--- config.mk ---
export PLATFORM = sky130hd
export DESIGN_NAME = button_press_classifier
export DESIGN_NICKNAME = d
export VERILOG_FILES = /design/src/bpc_pkg.sv /design/src/bpc_cfg.sv /design/src/bpc_core.sv /design/src/button_press_classifier.sv
export SDC_FILE = /design/constraint.sdc
export NUM_CORES = 1
export LEC_CHECK = 0
export BUFFER_PORTS_ARGS = -buffer_cell sky130_fd_sc_hd__buf_2
export CAP_MARGIN = 20
export CORE_ASPECT_RATIO = 0.7
export CORE_MARGIN = 2
export CORE_UTILIZATION = 60
export DETAILED_ROUTE_END_ITERATION = 6
export PLACE_DENSITY_LB_ADDON = 0.12
export SYNTH_ARGS = -nofsm -noshare
export SYNTH_HDL_FRONTEND = slang
export SYNTH_SLANG_ARGS = --single-unit
--- constraint.sdc ---
create_clock -name clk -period 3.6 [get_ports clk]
set_input_delay 0.36 -clock clk [delete_from_list [all_inputs] [get_ports clk]]
set_output_delay 0.36 -clock clk [all_outputs]
set_load 0.05 [all_outputs]
--- src/bpc_pkg.sv ---
`timescale 1ns / 1ps
// ----------------------------------------------------------------------------
// bpc_pkg
// Types and constants shared by the button press classifier modules.
// ----------------------------------------------------------------------------
package bpc_pkg;

	localparam int CFG_DATA_W = 16;
	localparam int CFG_IDX_W  = 2;
	localparam int TICKS_W    = 16;

	// register indexes on the configuration port
	localparam logic [CFG_IDX_W-1:0] CFG_ENABLE     = 2'd0;
	localparam logic [CFG_IDX_W-1:0] CFG_DEBOUNCE   = 2'd1;
	localparam logic [CFG_IDX_W-1:0] CFG_LONG_PRESS = 2'd2;

	localparam logic               ENABLE_RST     = 1'b1;
	localparam logic [TICKS_W-1:0] DEBOUNCE_RST   = 16'd20;
	localparam logic [TICKS_W-1:0] LONG_PRESS_RST = 16'd1000;

	typedef enum logic [1:0] {
		PH_IDLE     = 2'd0,
		PH_DEBOUNCE = 2'd1,
		PH_HELD     = 2'd2
	} phase_t;

	typedef struct packed {
		logic rise_edge;
		logic tick;
		logic pin_level;
	} in_t;

	typedef struct packed {
		logic short_press;
		logic long_press;
	} out_t;

	typedef struct packed {
		logic               enable;
		logic [TICKS_W-1:0] debounce_ticks;
		logic [TICKS_W-1:0] long_press_ticks;
	} cfg_t;

endpackage

--- src/bpc_cfg.sv ---
`timescale 1ns / 1ps
// ----------------------------------------------------------------------------
// bpc_cfg
// Configuration registers, written through a plain write port.
// ----------------------------------------------------------------------------
module bpc_cfg (
	input  logic                             clk,
	input  logic                             arst_n,
	input  logic                             cfg_we,
	input  logic [bpc_pkg::CFG_IDX_W-1:0]    cfg_index,
	input  logic [bpc_pkg::CFG_DATA_W-1:0]   cfg_data,
	output bpc_pkg::cfg_t                    cfg
);

	bpc_pkg::cfg_t cfg_q;

	always_ff @(posedge clk or negedge arst_n) begin
		if (!arst_n) begin
			cfg_q.enable           <= bpc_pkg::ENABLE_RST;
			cfg_q.debounce_ticks   <= bpc_pkg::DEBOUNCE_RST;
			cfg_q.long_press_ticks <= bpc_pkg::LONG_PRESS_RST;
		end else if (cfg_we) begin
			case (cfg_index)
				bpc_pkg::CFG_ENABLE:     cfg_q.enable           <= cfg_data[0];
				bpc_pkg::CFG_DEBOUNCE:   cfg_q.debounce_ticks   <= cfg_data[bpc_pkg::TICKS_W-1:0];
				bpc_pkg::CFG_LONG_PRESS: cfg_q.long_press_ticks <= cfg_data[bpc_pkg::TICKS_W-1:0];
				default: ;
			endcase
		end
	end

	assign cfg = cfg_q;

endmodule

--- src/bpc_core.sv ---
`timescale 1ns / 1ps
// ----------------------------------------------------------------------------
// bpc_core
// Pending latches, phase machine, saturating tick counter and press flags.
// The flag registers are the result register of the block.
// ----------------------------------------------------------------------------
module bpc_core #(
	parameter int COUNT_BITS = 16
) (
	input  logic          clk,
	input  logic          arst_n,
	input  logic          step_en,
	input  bpc_pkg::in_t  item,
	input  bpc_pkg::cfg_t cfg,
	output bpc_pkg::out_t result
);

	localparam int CMP_W = (COUNT_BITS > bpc_pkg::TICKS_W) ? COUNT_BITS : bpc_pkg::TICKS_W;

	bpc_pkg::phase_t phase_q, phase_d;
	logic [COUNT_BITS-1:0] cnt_q, cnt_d, cnt_inc;
	logic edge_q, edge_d, tick_q, tick_d;
	logic short_q, short_d, long_q, long_d;
	logic edge_p, tick_p;
	logic [CMP_W-1:0] cnt_ext, deb_ext, long_ext;

	always_ff @(posedge clk or negedge arst_n) begin
		if (!arst_n) begin
			phase_q <= bpc_pkg::PH_IDLE;
			cnt_q   <= '0;
			edge_q  <= 1'b0;
			tick_q  <= 1'b0;
			short_q <= 1'b0;
			long_q  <= 1'b0;
		end else if (step_en) begin
			phase_q <= phase_d;
			cnt_q   <= cnt_d;
			edge_q  <= edge_d;
			tick_q  <= tick_d;
			short_q <= short_d;
			long_q  <= long_d;
		end
	end

	// saturating increment
	assign cnt_inc  = (cnt_q == {COUNT_BITS{1'b1}}) ? cnt_q : cnt_q + 1'b1;
	assign cnt_ext  = CMP_W'(cnt_inc);
	assign deb_ext  = CMP_W'(cfg.debounce_ticks);
	assign long_ext = CMP_W'(cfg.long_press_ticks);
	assign edge_p   = edge_q | item.rise_edge;
	assign tick_p   = tick_q | item.tick;

	always_comb begin
		phase_d = phase_q;
		cnt_d   = cnt_q;
		edge_d  = edge_p;
		tick_d  = tick_p;
		short_d = short_q;
		long_d  = long_q;
		if (cfg.enable) begin
			case (phase_q)
				bpc_pkg::PH_DEBOUNCE: begin
					if (tick_p) begin
						tick_d = 1'b0;
						cnt_d  = cnt_inc;
						if (cnt_ext >= deb_ext)
							phase_d = item.pin_level ? bpc_pkg::PH_HELD : bpc_pkg::PH_IDLE;
					end
				end
				bpc_pkg::PH_HELD: begin
					if (tick_p) begin
						tick_d = 1'b0;
						cnt_d  = cnt_inc;
						if (!item.pin_level) begin
							long_d  = cnt_ext > long_ext;
							short_d = !(cnt_ext > long_ext);
							phase_d = bpc_pkg::PH_IDLE;
						end
					end
				end
				default: begin
					// idle, and the unused code behaves as idle
					phase_d = bpc_pkg::PH_IDLE;
					cnt_d   = '0;
					short_d = 1'b0;
					long_d  = 1'b0;
					if (edge_p) begin
						edge_d  = 1'b0;
						phase_d = bpc_pkg::PH_DEBOUNCE;
					end
				end
			endcase
		end
	end

	assign result.short_press = short_q;
	assign result.long_press  = long_q;

endmodule

--- src/button_press_classifier.sv ---
`timescale 1ns / 1ps
// ----------------------------------------------------------------------------
// button_press_classifier
// Debounced short / long press detector, one polling step per request.
// ----------------------------------------------------------------------------
// Each input request is one polling step (edge event, tick, pin level) and
// yields exactly one result request carrying the short and long press flags.
// A request is latched in an input register; once the flag registers are free,
// the step logic updates the phase machine, counter and flag registers, and the
// flags are the output register. Throughput is one request per clock unless
// out_stall holds the output. The counter is COUNT_BITS wide and saturates.
// Configuration writes are taken at any time, but are meant to happen only
// while no request is in flight.
module button_press_classifier #(
	parameter int COUNT_BITS = 16
) (
	input  logic                           clk,
	input  logic                           arst_n,
	input  logic                           cfg_we,
	input  logic [bpc_pkg::CFG_IDX_W-1:0]  cfg_index,
	input  logic [bpc_pkg::CFG_DATA_W-1:0] cfg_data,
	input  logic                           in_valid,
	output logic                           in_stall,
	input  bpc_pkg::in_t                   in_data,
	output logic                           out_valid,
	input  logic                           out_stall,
	output bpc_pkg::out_t                  out_data
);

	bpc_pkg::cfg_t cfg;
	bpc_pkg::in_t  in_data_s1;
	logic          in_valid_s1;
	logic          out_valid_q;
	logic          advance;

	bpc_cfg u_cfg (
		.clk       (clk),
		.arst_n    (arst_n),
		.cfg_we    (cfg_we),
		.cfg_index (cfg_index),
		.cfg_data  (cfg_data),
		.cfg       (cfg)
	);

	// step moves into the result register when that register is free
	assign advance  = in_valid_s1 && (!out_valid_q || !out_stall);
	assign in_stall = in_valid_s1 && !advance;

	always_ff @(posedge clk or negedge arst_n) begin
		if (!arst_n) begin
			in_valid_s1 <= 1'b0;
			out_valid_q <= 1'b0;
		end else begin
			if (!in_stall)
				in_valid_s1 <= in_valid;
			if (advance)
				out_valid_q <= 1'b1;
			else if (!out_stall)
				out_valid_q <= 1'b0;
		end
	end

	always_ff @(posedge clk) begin
		if (in_valid && !in_stall)
			in_data_s1 <= in_data;
	end

	bpc_core #(
		.COUNT_BITS (COUNT_BITS)
	) u_core (
		.clk     (clk),
		.arst_n  (arst_n),
		.step_en (advance),
		.item    (in_data_s1),
		.cfg     (cfg),
		.result  (out_data)
	);

	assign out_valid = out_valid_q;

endmodule
==> results.md, run 1 <==
* Drt pass-1 iters at 4
* Clock skew at 0.00891 ns
* Met2 Wirelength at 3.51 mm
* Max Clock Freq at around 0.30 GHz
* Final hold violation count at 0
* Leakage power at 2.03 nW
* XOR/XNOR Fraction of Synth Area at 2.52%
* Die area at between 7000 and 8000 sq um
* Crit Path Class: reg -> reg
* DP HPWL at 6.35 mm
* Clk root buf: clkbuf_8
* CTS hold repair buffers at 0
* GPL Wtd Cong at slightly above 0.9
* Initial Util at 61.9%
* Total power at about 2.2 mW
* Crit Path Max Fanout at 8
* Number of synthesized flops with an enable pin at 3
* CTS Buffer Depth at 2
* Mux cell area share after synthesis at 10.3%
* H-tree levels at 3
* Share of layout cells above drive strength 1 at 26.1%
* Setup tns final at 0 ns
* Multi-input logic area at 2050 sq um
* Grt total ovfl at 0
* Fin crit period at 3.32 ns
* Adder-cell share of the synthesized area at 11.4%
* Max Cap Viol at 0
* Crit start category: flip-flop
* Routed Antenna Nets at 0
* Tcrit/Tclk final at 92.2%
* Via count of the first global-routing pass at 2805
* Syn Nets at about 430
* Met3 routed WL at 522 um
* Clock Sink Count at 60
* Post-Syn Area per Cell at 10.3 sq um
* Core area at 6190 sq um
* Power Density at 518 nW/um^2
* Area Growth Syn to Fin at 10.3%
* Final hold slack at 0.115 ns
* RSZ-0062 raised after global routing: no
* Sequential area share after synthesis at 39.9%
* Ant diodes at 0
* Top Layer Used: met4
* Register Area at 1530 sq um
* Die Ht at about 71 um
* CP arrival at about 3.6 ns
* Largest net degree at the start of global routing at 37
* Simple logic cell fraction of the synthesized area at 13.9%
* Die W at 99.5 um
* Initial DRC Count at between 150 and 200
* Mapped Cells at 370
* Worst-case reg-to-reg path depth at 11
* Initial antenna violation count at 0
* PortBufs at 29
* Max IR drop VDD at 0.000407 V
* Slew margin rel. at 41.4%
* Largest family of logic cells by synthesized area: compound AO/OA/AOI/OAI gates
* CTS buffer count at 9
* Drt wl/cell at about 17 um
* Netlist cell types at between 60 and 70
* Row count at 24
* Setup crit end kind: flip-flop
* Max Slew Vio Count at 0
* Skew-Pair Late Insertion Delay at roughly 0.35 ns
* Outcome: finished clean
* Data required, critical path at 3.84 ns
* Compound-Gate Fraction of Synth Area at 15.4%
* Synth warn at 0
* # setup viols final at 0
* DRC Markers at 0
* Total Wirelength at 8.46 mm
* Worst-path clk slew at approximately 0.07 ns
* Worst Tran Pin Value at 0.877 ns
* Yosys reg bits at 60
* First-pass GRT wire length at 14.5 mm
* Placed Cells at 466
* Vias/cell at 5.99
* Met1 wire length at 4.35 mm
* Layout filler cell count at 467
* Non-Filler Instances at 484
* Routed vias at 2900
* CTS tree: done
* # nets final at ~460
* Async SR Flop Fraction at a little over nine tenths
* Hold Path Class: in -> async
* Ys flop type: dfrtp_1
* Synth Cell Area at 3830 sq um
* Aggregate global-route resource usage at a little over a quarter
* Finished Core Util at 68.2%
* Number of top-level pins at 30
-- path summary, 6_finish.rpt --
kind                                  from          endpoint  slack, ns
setup / recovery           u_core.cnt_q[6]     u_core.long_q       0.28
hold / removal                      arst_n  u_core.cnt_q[10]       0.12
setup reg to reg           u_core.cnt_q[6]     u_core.long_q       0.28
hold reg to reg                in_valid_s1         out_valid       0.49
max in group asynchronous           arst_n      u_cfg.cfg[8]       2.62
min in group clk                in_data[0]     in_data_s1[0]       0.18
-- cells by family (layout without fill, tap and decap cells) --
logic type,after synthesis,in the layout
buf+inv,53,89
fa+ha+maj,35,35
xor+xnor,11,11
flops,60,60
compound gates,89,89
mux,35,35
simple gates,87,87
-- power breakdown --
group	switching, mW	internal [mW]	total, mW	leakage, nW
clock	0.273	0.399	0.672	0.111
combinational	0.363	0.260	0.623	1.19
sequential	0.0867	0.806	0.893	0.720
-- flip-flops by register name, summed over array words and instances, names as in the netlist --
name and count:
in_data_s1 3, in_valid_s1 1, out_valid 1, u_cfg.cfg 33, u_core.cnt_q 16, u_core.edge_q 1, u_core.long_q 1, u_core.phase_q 2
u_core.short_q 1, u_core.tick_q 1
-- placed cells by master, fill, tap and decap left out, types with 3 or more instances in the layout --
| cell type | instances |
|---|---|
| nor2b_1 | 3 |
| a31oi_1 | 5 |
| edfxtp_1 | 3 |
| xor2_1 | 3 |
| mux2_2 | 34 |
| clkbuf_8 | 11 |
| o211ai_1 | 6 |
| ha_1 | 35 |
| nor2_1 | 15 |
| o21ai_0 | 16 |
| dfstp_2 | 9 |
| nand2_1 | 22 |
| inv_1 | 40 |
| a21oi_1 | 27 |
| dfrtp_1 | 48 |
| o31ai_1 | 5 |
| nand4_1 | 8 |
| nand2b_1 | 3 |
| xnor2_1 | 8 |
| nand3_1 | 9 |
| a22o_1 | 3 |
| buf_2 | 29 |
| buf_4 | 4 |
-- synthesized netlist by cell type (all sizes together) (5+ instances only) --
| cell type | number | area [sq um] |
|---|---|---|
| a21oi | 27 | 135 |
| a31oi | 5 | 31.3 |
| buf | 9 | 77.6 |
| dfrtp | 48 | 1200 |
| dfstp | 9 | 236 |
| ha | 35 | 438 |
| inv | 40 | 150 |
| mux2 | 34 | 383 |
| nand2 | 23 | 88.8 |
| nand3 | 10 | 62.6 |
| nand4 | 9 | 71.3 |
| nor2 | 16 | 76.3 |
| o211ai | 6 | 45.0 |
| o21ai | 18 | 90.1 |
| o31ai | 5 | 37.5 |
| xnor2 | 8 | 70.1 |
-- layout make-up --
class,count,area share [%]
inverter,40,3.56
tap,78,2.31
timing repair buffer,33,4.15
multi-input combinational,257,48.5
clock buffer,13,4.27
sequential,60,36.2
clock inverter,3,1.01
-- per-stage QoR --
stage | setup WS (ns) | area [sq um]
6_report | 0.282 | 4220
5_1_grt | 0.0528 | 4220
4_1_cts | 0.147 | 4210
3_5_place_dp | 0.167 | 3980
3_3_place_gp | 0.318 | 3980
2_1_floorplan | 0.520 | 3830
-- layer usage --
metal / up-vias / global-route usage, %
met3: 7 / 5.73
met4: 0 / 7.76
met2: 94 / 38.3
met1: 1384 / 41.7
met5: - / 0
li1: 1415 / -
-- worst max-delay path, cell delays in order, from the launching register on --
cell,delay [ns]
dfrtp_1,0.53
nand4_4,0.19
or4_4,0.59
nor2_8,0.15
a21oi_1,0.08
a41oi_1,0.31
ha_1,0.31
and4_1,0.17
nor3b_1,0.17
a221oi_1,0.26
o211ai_1,0.17
a32o_1,0.28
-- repair_timing --
action,in CTS,in global routing
resized for setup,0,0
hold endpoints to repair,0,0
setup endpoints to repair,0,2
setup buffers,0,2
Power figures use the tool's default switching activity.
==> run 2: changes to the inputs <==
Settings changed: SYNTH_HIERARCHICAL set to 1.
==> results.md, run 2 <==
* Outcome: finished clean
* Tcrit/Tclk final at 92.8% (+0.67 points)
* H-tree levels at 3 (unchanged)
* Max Clock Freq at 0.299 GHz (-0.72%)
* Placed Cells at 451 (-3.2%)
* Die W at 98.6 um (-0.93%)
* Worst-path clk slew at 0.06 ns (about the same)
* Share of layout cells above drive strength 1 at 29.3% (+3.2 points)
* Layout filler cell count at 474 (+1.5%)
* Data required, critical path at 3.86 ns (+0.02 ns)
* CTS tree: done
* Max Slew Vio Count at 0 (unchanged)
* Area Growth Syn to Fin at 10.9%
* Total Wirelength at 8.10 mm (-4.3%)
* Initial Util at 61.3% (-0.60 points)
* Max IR drop VDD at 0.000358 V (-12%)
* Finished Core Util at 68.0% (-0.27 points)
* # nets final at 445 (-3.7%)
* Leakage power at 2.11 nW (+4.3%)
* Drt pass-1 iters at 5 (+1)
* Netlist cell types at 58 (-15%)
* Most common cell in the netlist: dfrtp_1
* Most frequent cells in the layout: dfrtp_1 (46), inv_1 (36), ha_1 (35), buf_2 (29), nand2_1 (27)
* Ys flop type: dfrtp_1
* DRC Markers at 0 (unchanged)
* Commonest non-fill, non-tap cell in the layout: dfrtp_1
* Yosys reg bits at 60 (unchanged)
* Crit start category: flip-flop
* CTS Buffer Depth at 2 (unchanged)
* DP HPWL at 6.24 mm (-1.7%)
* Setup tns final at 0 ns (unchanged)
* Crit Path Max Fanout at 8 (unchanged)
* Core area at 6130 sq um (-0.97%)
* Reg2reg start: u_core/cnt_q[0]
* Post-Syn Area per Cell at 10.7 sq um (+3.7%)
* Routed Antenna Nets at 0 (unchanged)
* Slew margin rel. at 45.7% (+4.4 points)
* Die area at 6920 sq um (-1.8%)
* CP startpoint: u_core/cnt_q[0]
* Synth warn at 6 (+6)
* Number of synthesized flops with an enable pin at 3 (unchanged)
* Fin crit period at 3.34 ns (+0.0241 ns)
* Max reg flops at 33 (unchanged)
* Number of top-level pins at 30 (unchanged)
* CTS buffer count at 9 (unchanged)
* Routed vias at 2741 (-5.5%)
* Skew-Pair Late Insertion Delay at 0.34 ns (about the same)
* Final Cell Area at 4160 sq um (-1.4%)
* Post-place setup slack at 0.118 ns (-0.0495 ns)
* Final hold slack at 0.0851 ns (-0.0300 ns)
* Setup crit end kind: flip-flop
* # setup viols final at 0 (unchanged)
* CP arrival at 3.60 ns (+0.04 ns)
* Clk root buf: clkbuf_8
* Initial DRC Count at 151 (-0.66%)
* Largest net degree at the start of global routing at 35 (-5.4%)
* Vias/cell at 5.87 (-2.0%)
* RSZ-0062 raised after global routing: no
* Ant diodes at 0 (unchanged)
* Synth Cell Area at 3750 sq um (-1.9%)
* Cell Area, Placed at 3950 sq um (-0.94%)
* Via count of the first global-routing pass at 2714 (-3.2%)
* Drt wl/cell at 17.3 um (-0.82%)
* Worst Tran Pin Value at 0.809 ns (-0.0681 ns)
* R2R Path End: u_core/phase_q[1]
* Die Ht at 70.2 um (-0.92%)
* Aggregate global-route resource usage at 25.8% (-1.1 points)
* PortBufs at 29 (unchanged)
* Worst-case reg-to-reg path depth at 13 (+2)
* Post-synth top cells: dfrtp_1 (48), inv_1 (36), ha_1 (35), nand2_1 (27)
* Power Density at 502 nW/um^2 (-3.2%)
* Max Cap Viol at 0 (unchanged)
* Leading area contributor after synthesis: dfrtp_1
* Non-Filler Instances at 467 (-3.5%)
* Initial antenna violation count at 0 (unchanged)
* Crit Path Class: reg -> reg
* Synth top area share at 32.0% (+0.62 points)
* Worst R2R Setup Slack at 0.26 ns (-0.02 ns)
* CTS hold repair buffers at 0 (unchanged)
* Grt total ovfl at 0 (unchanged)
* GPL Wtd Cong at 0.903 (-1.2%)
* Sequential area share after synthesis at 40.7% (+0.78 points)
* First-pass GRT wire length at 13.7 mm (-5.0%)
* Total power at 2.09 mW (-4.5%)
* Async SR Flop Fraction at 95.0% (unchanged)
* Final hold violation count at 0 (unchanged)
* Clock Sink Count at 60 (unchanged)
* Worst Setup Slack, final at 0.257 ns (-0.0241 ns)
* Mapped Cells at 350 (-5.4%)
* Hold Path Class: in -> async
* Syn Nets at 411 (-4.6%)
* Synth area leaders: dfrtp_1 (32%), ha_1 (12%), mux2_4 (8.0%)
* Critical Path Sink: u_core/phase_q[1]
* Row count at 24 (unchanged)
* Clock skew at 0.00832 ns (-0.000591 ns)
run 2: changes by cell type after synthesis, sizes merged, moves of 4 or more:
cell,change
a21oi,-6
nor3,+6
a31oi,+5
o211ai,-5
a211oi,+4
inv,-4
nand2,+4
o31ai,-4
run 2: worst max-delay path: stages (launching register included):
cell	delay, ns
dfrtp_1	0.44
ha_1	0.25
nand2_1	0.13
nor2_4	0.19
nand2_1	0.21
o21ai_1	0.18
a21o_1	0.20
ha_1	0.27
a21oi_1	0.18
o2111ai_1	0.21
a2111oi_2	0.41
o21ai_0	0.15
or3b_2	0.25
mux2i_1	0.19
run 2: how the worst min path moves through the flow:
| stage | startpoint | end | cells past startpoint |
|---|---|---|---|
| after floorplan | arst_n | in_valid_s1 | 0 |
| after global placement | arst_n | u_core/cnt_q[4] | 1 |
| after detailed placement | arst_n | u_core/cnt_q[4] | 1 |
| after CTS | arst_n | u_core/cnt_q[4] | 1 |
| after global routing | arst_n | u_core/cnt_q[4] | 1 |
| final | arst_n | u_core/cnt_q[4] | 1 |
run 2: logic make-up (layout without fill, tap and decap cells):
| logic type | after synthesis | in the layout | share of synthesized area [%] |
|---|---|---|---|
| AOI/OAI and AO/OA | 75 | 75 | 12.8 |
| xor gates and xnor gates | 10 | 10 | 2.33 |
| adders and majority gates | 35 | 35 | 11.7 |
| buffers and inverters | 46 | 85 | 5.90 |
| DFF | 60 | 60 | 40.7 |
| muxes | 36 | 36 | 12.7 |
| and+or+nand+nor | 88 | 88 | 13.9 |
run 2: area by class of cell:
cell class                      count  area [sq um]  area share (%)
Inverter                           36           135            3.25
Timing Repair Buffer               33           175            4.21
Multi-Input combinational cell    244          2020            48.6
Clock buffer                       12           155            3.73
Sequential cell                    60          1530            36.7
Clock inverter                      4          47.5            1.14
Tap cell                           78          97.6            2.34
run 2: timing repair:
action	CTS	global route
setup buffers	0	0
resized for setup	0	6
setup endpoints to repair	0	2
run 2: metal layers:
metal / GRT usage [%] / share of wire [%] / vias up
met5: 0 / 0 / -
met4: 7.76 / 1.2 / 0
met3: 6.61 / 5.0 / 8
met2: 36.1 / 44 / 78
met1: 39.4 / 50 / 1330
li1: - / - / 1325
run 2: report_power, final:
part / total (mW) / switching (mW) / internal, mW
clock: 0.616 / 0.261 / 0.355
combinational: 0.591 / 0.327 / 0.263
sequential: 0.882 / 0.0788 / 0.803
==> run 3: changes to the inputs <==
Settings changed: BUFFER_PORTS_ARGS -buffer_cell sky130_fd_sc_hd__buf_2 to -buffer_cell sky130_fd_sc_hd__buf_4.
==> results.md, run 3 (synthesized netlist as in run 2, its figures left out) <==
* # nets final at 444 (-0.22%)
* Via count of the first global-routing pass at 2632 (-3.0%)
* Hold Path Class: in -> async
* Max IR drop VDD at 0.000257 V (-28%)
* Routed Antenna Nets at 0 (unchanged)
* Vias/cell at 5.86 (-0.19%)
* GPL Wtd Cong at 0.918 (+1.7%)
* Clock skew at 0.00602 ns (-0.00230 ns)
* Row count at 24 (unchanged)
* Fin crit period at 3.34 ns (-0.00383 ns)
* Family with the most delay on the worst path: simple AND/OR/NAND/NOR gates
* PortBufs at 29 (unchanged)
* Crit Path Class: reg -> reg
* Postcts setup bufs at 0 (unchanged)
* Max Slew Vio Count at 0 (unchanged)
* Share of layout cells above drive strength 1 at 28.6% (-0.70 points)
* H-tree levels at 3 (unchanged)
* Max Clock Freq at 0.300 GHz (+0.11%)
* GRT Max-Usage Layer: met1
* CP startpoint: u_core/cnt_q[3]
* # setup viols final at 0 (unchanged)
* Commonest non-fill, non-tap cell in the layout: dfrtp_1
* CTS buffer count at 9 (unchanged)
* Critical Path Sink: u_core/phase_q[0]
* Power Density at 479 nW/um^2 (-4.5%)
* Stages on the worst setup path at 13 (unchanged)
* Initial Util at 61.3% (unchanged)
* Max Cap Viol at 0 (unchanged)
* Clk root buf: clkbuf_8
* CTS tree: done
* Die W at 98.6 um (unchanged)
* Max reg flops at 33 (unchanged)
* Worst-path clk slew at 0.07 ns (about the same)
* Largest net degree at the start of global routing at 58 (+66%)
* Area Growth Syn to Fin at 11.7%
* Aggregate global-route resource usage at 24.4% (-1.4 points)
* Worst-case reg-to-reg path depth at 13 (unchanged)
* CTS Buffer Depth at 2 (unchanged)
* DRC Markers at 0 (unchanged)
* Drt pass-1 iters at 5 (unchanged)
* CP arrival at 3.55 ns (-0.05 ns)
* Met1 GRT Util at 38.1% (-1.3 points)
* Drt wl/cell at 17.0 um (-1.7%)
* Crit path max-delay cell type: or3b_2
* CP Cell Sequence: nand4_2 > or2_4 > nor3_2 > and3_1 > nand3_1 > o21a_1 > ha_1 > nand2_1 > o2111ai_1 > a2111oi_2 > o21ai_0 > or3b_2 > mux2i_1
* Cell Area, Placed at 4010 sq um (+1.6%)
* Met3 Resource Use GR at 5.11% (-1.5 points)
* Skew-Pair Late Insertion Delay at 0.34 ns (about the same)
* Outcome: finished clean
* Total power at 2.01 mW (-3.9%)
* CP bufs+invs at 0 (unchanged)
* Most frequent cells in the layout: dfrtp_1 (47), inv_1 (36), ha_1 (35), buf_4 (32), nand2_1 (27)
* Crit start category: flip-flop
* Leakage power at 2.12 nW (+0.36%)
* Grt total ovfl at 0 (unchanged)
* Crit Path Max Fanout at 6 (-2)
* Data required, critical path at 3.81 ns (-0.05 ns)
* R2R Path End: u_core/phase_q[0]
* Final hold violation count at 0 (unchanged)
* Die area at 6920 sq um (unchanged)
* Setup crit end kind: flip-flop
* Die Ht at 70.2 um (unchanged)
* First-pass GRT wire length at 13.2 mm (-4.3%)
* Layout filler cell count at 479 (+1.1%)
* Initial antenna violation count at 0 (unchanged)
* Initial DRC Count at 191 (+26%)
* Setup tns final at 0 ns (unchanged)
* Tcrit/Tclk final at 92.7% (-0.11 points)
* Routed vias at 2730 (-0.40%)
* Ant diodes at 0 (unchanged)
* Slew margin rel. at 47.3% (+1.6 points)
* DP HPWL at 5.98 mm (-4.3%)
* Total Wirelength at 7.94 mm (-2.0%)
* Final Cell Area at 4190 sq um (+0.69%)
* Worst R2R Setup Slack at 0.26 ns (about the same)
* Clock Sink Count at 60 (unchanged)
* Core area at 6130 sq um (unchanged)
* Reg2reg start: u_core/cnt_q[3]
* Number of top-level pins at 30 (unchanged)
* Met2 Track Usage GR at 33.9% (-2.1 points)
* CP peak stage delay at 0.50 ns (+0.06 ns)
* Worst Tran Pin Value at 0.785 ns (-0.0236 ns)
-- run 3: worst min path at each step --
stage / startpoint / to
6_report: arst_n / u_core/cnt_q[4]
5_1_grt: arst_n / u_core/cnt_q[3]
4_1_cts: arst_n / u_core/cnt_q[4]
3_5_place_dp: arst_n / u_core/cnt_q[4]
3_3_place_gp: arst_n / u_core/cnt_q[4]
2_1_floorplan: arst_n / in_valid_s1
-- run 3: per-stage QoR --
stage	util (%)	hold slack [ns]	worst slack, ns	std cells
floorplan	-	0.0644	0.711	350
global placement	65.5	0.465	0.289	450
detailed placement	65.5	0.470	0.214	450
CTS	68.2	0.101	0.195	466
global route	68.4	0.126	-0.0320	466
finish	68.4	0.0675	0.261	466
-- run 3: area by class of cell --
type | count | area [sq um] | share of cell area, %
Clock inverter | 5 | 27.5 | 0.657
Timing Repair Buffer | 32 | 240 | 5.73
Sequential cell | 60 | 1530 | 36.5
Clock buffer | 11 | 141 | 3.37
Tap cell | 78 | 97.6 | 2.33
Multi-Input combinational cell | 244 | 2020 | 48.2
Inverter | 36 | 135 | 3.22
-- run 3: timing repair --
item | in CTS | in global routing
hold buffers | 0 | 0
gates resized for setup | 0 | 4
endpoints found under the setup margin | 0 | 2
-- run 3: routing by layer --
metal / wire length, um / part of all wire, % / vias up
met5: 0 / 0 / -
met4: 101 / 1.3 / 0
met3: 412 / 5.2 / 14
met2: 3320 / 42 / 79
met1: 4110 / 52 / 1307
li1: - / - / 1330
-- run 3: where the power goes --
group | switching [mW] | total [mW] | internal (mW)
combinational | 0.326 | 0.599 | 0.273
clock | 0.266 | 0.530 | 0.263
sequential | 0.0766 | 0.880 | 0.803
total | 0.669 | 2.01 | 1.34
